`src/rtl/pfmc_pkg.sv`:
```
`timescale 1ns / 1ps

package pfmc_pkg;

	localparam int TYPE_W  = 10;
	localparam int CUST_W  = 8;
	localparam int COUNT_W = 16;
	localparam logic [COUNT_W-1:0] COUNT_MAX = '1;

	localparam int NUM_TYPES_DEF     = 1024;
	localparam int NUM_CUSTOMERS_DEF = 256;
	localparam int NODE_COUNT_DEF    = 1024;

	// commands from the controller, at most one high per cycle
	typedef struct packed {
		logic clr_step;     // clear one entry of the type and count stores
		logic accept;       // latch the word, read type entry and free list link
		logic ord_commit;   // finish an order and load the result
		logic srv_empty;    // finish a serve that found nobody waiting
		logic srv_node_rd;  // read owner and link of the head node
		logic srv_link;     // unlink head, return node, read served count
		logic srv_commit;   // write count and load the result
	} pfmc_cmd_t;

	typedef struct packed {
		logic clr_last;     // clearing pass at its last entry
		logic is_serve;     // latched word is a serve
		logic hit;          // type in range and its queue holds a customer
		logic out_free;     // result register can take a new word
	} pfmc_stat_t;

endpackage

```
`src/rtl/pfmc_ctrl.sv`:
```
`timescale 1ns / 1ps

module pfmc_ctrl (
	input  logic                 clk,
	input  logic                 arst_n,
	input  logic                 in_valid,
	output logic                 in_ready,
	input  pfmc_pkg::pfmc_stat_t stat,
	output pfmc_pkg::pfmc_cmd_t  cmd
);
	import pfmc_pkg::*;

	typedef enum logic [2:0] {
		S_CLR,
		S_IDLE,
		S_DEC,
		S_LINK,
		S_CNT
	} state_t;

	state_t state_q;

	assign in_ready = (state_q == S_IDLE);

	always_comb begin
		cmd = '0;
		case (state_q)
			S_CLR:  cmd.clr_step = 1'b1;
			S_IDLE: cmd.accept = in_valid;
			S_DEC: begin
				if (!stat.is_serve) begin
					cmd.ord_commit = stat.out_free;
				end else if (stat.hit) begin
					cmd.srv_node_rd = 1'b1;
				end else begin
					cmd.srv_empty = stat.out_free;
				end
			end
			S_LINK: cmd.srv_link = 1'b1;
			S_CNT:  cmd.srv_commit = stat.out_free;
			default: cmd = '0;
		endcase
	end

	always_ff @(posedge clk or negedge arst_n) begin
		if (!arst_n) begin
			state_q <= S_CLR;
		end else begin
			case (state_q)
				S_CLR: begin
					if (stat.clr_last) state_q <= S_IDLE;
				end
				S_IDLE: begin
					if (in_valid) state_q <= S_DEC;
				end
				S_DEC: begin
					if (cmd.srv_node_rd) state_q <= S_LINK;
					else if (cmd.ord_commit || cmd.srv_empty) state_q <= S_IDLE;
				end
				S_LINK: state_q <= S_CNT;
				S_CNT: begin
					if (cmd.srv_commit) state_q <= S_IDLE;
				end
				default: state_q <= S_IDLE;
			endcase
		end
	end

`ifndef SYNTHESIS
	a_cmd_onehot: assert property (@(posedge clk) disable iff (!arst_n)
		$onehot0(cmd))
		else $error("more than one datapath command in a cycle");

	a_commit_free: assert property (@(posedge clk) disable iff (!arst_n)
		(cmd.ord_commit || cmd.srv_empty || cmd.srv_commit) |-> stat.out_free)
		else $error("result loaded while the output register is still full");

	a_link_after_rd: assert property (@(posedge clk) disable iff (!arst_n)
		cmd.srv_link |-> $past(cmd.srv_node_rd))
		else $error("unlink without a head node read just before");
`endif

endmodule

```
`config.mk`:
```
export PLATFORM = sky130hd
export DESIGN_NAME = pfmc_ctrl
export DESIGN_NICKNAME = d
export VERILOG_FILES = /design/src/rtl/pfmc_pkg.sv /design/src/rtl/pfmc_ctrl.sv
export SDC_FILE = /design/constraint.sdc
export NUM_CORES = 1
export LEC_CHECK = 0
export BUFFER_PORTS_ARGS = -buffer_cell sky130_fd_sc_hd__buf_4
export CAP_MARGIN = 10
export CORE_AREA = 2 2 39 41
export DETAILED_ROUTE_END_ITERATION = 7
export DIE_AREA = 0 0 41 43
export GPL_TIMING_DRIVEN = 0
export HOLD_SLACK_MARGIN = 0.02
export MAX_ROUTING_LAYER = met4
export PLACE_DENSITY = 0.46
export SYNTH_ARGS = -nofsm -noshare
export SYNTH_HDL_FRONTEND = slang
export SYNTH_SLANG_ARGS = --single-unit
```
`constraint.sdc`:
```
create_clock -name clk -period 1 [get_ports clk]
set_input_delay 0.1 -clock clk [delete_from_list [all_inputs] [get_ports clk]]
set_output_delay 0.1 -clock clk [all_outputs]
set_load 0.02 [all_outputs]
```
==> metrics.txt <==
status=complete, but fails checks; failing checks=setup timing; CP Max Fanout=7; pre-CTS WS=-0.233 ns; max_cap viols=0; measured slew at the worst slew-check pin=0.199 ns; DRT Pass-1 Iters=4; TritonCTS clock tree=done; FF-to-FF Start=state_q[2]; most common cell in the netlist=nor2_1; Die H=43 um; total CTS buffers=3; DR vias/cell=4.14; Hold Fails Final Rpt=0; Post-DP Area=388 um2; Root Buffer=clkbuf_4; CTS clk-pin slew, worst paths=0.04 ns; final setup vio count=10; Lkg Pwr=0.239 nW; CP Launch Point=state_q[0]; clock skew=0.00152 ns; max reg flops=3; Yosys reg bits=3; synth unique cells=20; Peak VDD IR=0.966 mV; wire length of the first global-routing pass=1070 um; drt drc=0; warning count from the yosys run=0; CP Cell Sequence=nand3b_1, nor3b_4, buf_6; Buffers & Inverters on Critical Path=1; Async SR Flop Fraction=100%; largest net degree at the start of global routing=11; 1st-iter DRT viols=3; CP top delay family=simple AND/OR/NAND/NOR gates; Period minus WS final=1.39 ns; initial antenna violation count=0; Synth top area share=32.4%; fin crit share=139%; number of cells after detailed placement=59; Post-synth top cells=nor2_1, dfrtp_1; DIE AREA=0.00176 mm2; Hold WC Path Type=input pin to register; Area growth syn-to-layout=126%; Core ar.=0.00138 mm2; H-Tree Level Count=1; RD Place Congestion=0.682; Die Width=41 um; syn_nets=36; Core Rows=14; CP max stage delay=0.45 ns; # port buffers=14; IO Pins=15; Reg with most FFs=state_q; dominant synthesized flop cell=dfrtp_1; number of synthesized flops with an enable pin=0; max-slew violations=0; number of global-route vias before repair=280; Post-Syn Area per Cell=7.98 um2; setup ws final=-0.390 ns; setup TNS=-2.68 ns; PD cells=3260 mW/mm2; crit path DAT=1.29 ns; buffer depth of the longest clock path=2; CP max-delay cell=dfrtp_2; Total Routing Usage GR=9.78%; layout cell share with drive strength beyond 1=67.9%; via count=286; sequential cell area=76.3 um2; Multi-input gate area=199 um2; worst min-delay path startpoint=stat[0]; Overflow after GRT=0; post-synth top area cell=dfrtp_1; DRT antenna net count=0; critical path class=register to output pin; Required @ worst endpoint=0.90 ns; largest cells by area after synthesis=dfrtp_1, nor2_1, nor2b_4; CP endpoint kind=output pin; Routed WL=718 um; cell area after layout=523 um2; Final #Nets=61; Final Non-Filler Cells=69; unrepaired setup endpoints after global routing=true; Starting Density=16.7%; reg-to-reg slack, setup=-0.17 ns; sequential area share after synthesis=32.4%; clock sink total=3; Fillers=144; worst skew pair latency=0.23 ns; routed len/inst=10.4 um; antenna cells=0; Mapped Area=231 um2; nature of the critical path startpoint=register; biggest regs=state_q x3; Fmax=719 MHz; Slew HR=86.6%; Syn Inst Count=29; HPWL after DPL=480 um
## path summary, 6_finish.rpt
kind | to | cells past startpoint
max | cmd[3] | 3
min | state_q[2] | 2
max reg2reg | state_q[0] | 4
min reg2reg | state_q[0] | 1
max in group asynchronous | state_q[0] | 2
min in group asynchronous | state_q[2] | 2
## what timing repair did
item,4_1_cts,5_1_grt
gates resized for setup,4,12
pin swaps,4,8
hold endpoints to repair,3,0
hold buffers,1,0
setup endpoints to repair,11,11
buffers inserted,3,4
## per-stage QoR
stage / utilization [%] / hold WS [ns] / power (mW)
global placement: 28.0 / -0.110 / 1.06
detailed placement: 28.0 / -0.108 / 1.05
floorplan: - / -0.196 / 0.799
global route: 37.8 / 0.106 / 1.82
finish: 37.8 / 0.106 / 1.70
CTS: 33.4 / 0.0996 / 1.42
## report_power, final
part / switching [mW] / total [mW] / internal, mW
Clock: 0.0603 / 0.210 / 0.149
Sequential: 0.0793 / 0.265 / 0.186
Combinational: 0.550 / 1.23 / 0.679
## area by class of cell
type                    instances  area share, %
clock buffers                   4           5.02
inverters                       1          0.718
multi-input cells              23           38.0
flip-flops and latches          3           14.6
well taps                      16           3.83
repair buffers                 22           37.8
## cells by family (layout without fill, tap and decap cells)
kind of cell           count (synthesis)  in the layout  share of synthesized area [%]
DFF                                    3              3                           32.4
and+or+nand+nor                       17             17                           43.2
AOI/OAI and AO/OA                      6              6                           18.4
buffers and inverters                  3             27                           5.94
## layer usage
metal	share of wire [%]	vias to the layer above	GRT usage, %
met1	40	133	9.35
met5	0	-	-
li1	-	149	-
met4	0	0	10.0
met2	58	4	14.1
met3	2.4	0	3.14
## layout by cell type, fill, tap and decap left out, drive strengths merged
master,count
a211o,1
a21oi,2
and2,2
and2b,1
and3,1
buf,21
clkbuf,4
dfrtp,3
dlygate4sd3,1
inv,1
nand2,2
nand2b,1
nand3,1
nand3b,1
nor2,4
nor2b,1
nor3,1
nor3b,1
nor4,1
o21bai,1
o22ai,1
o32a,1
No activity file was read; power rests on OpenSTA's default activity.
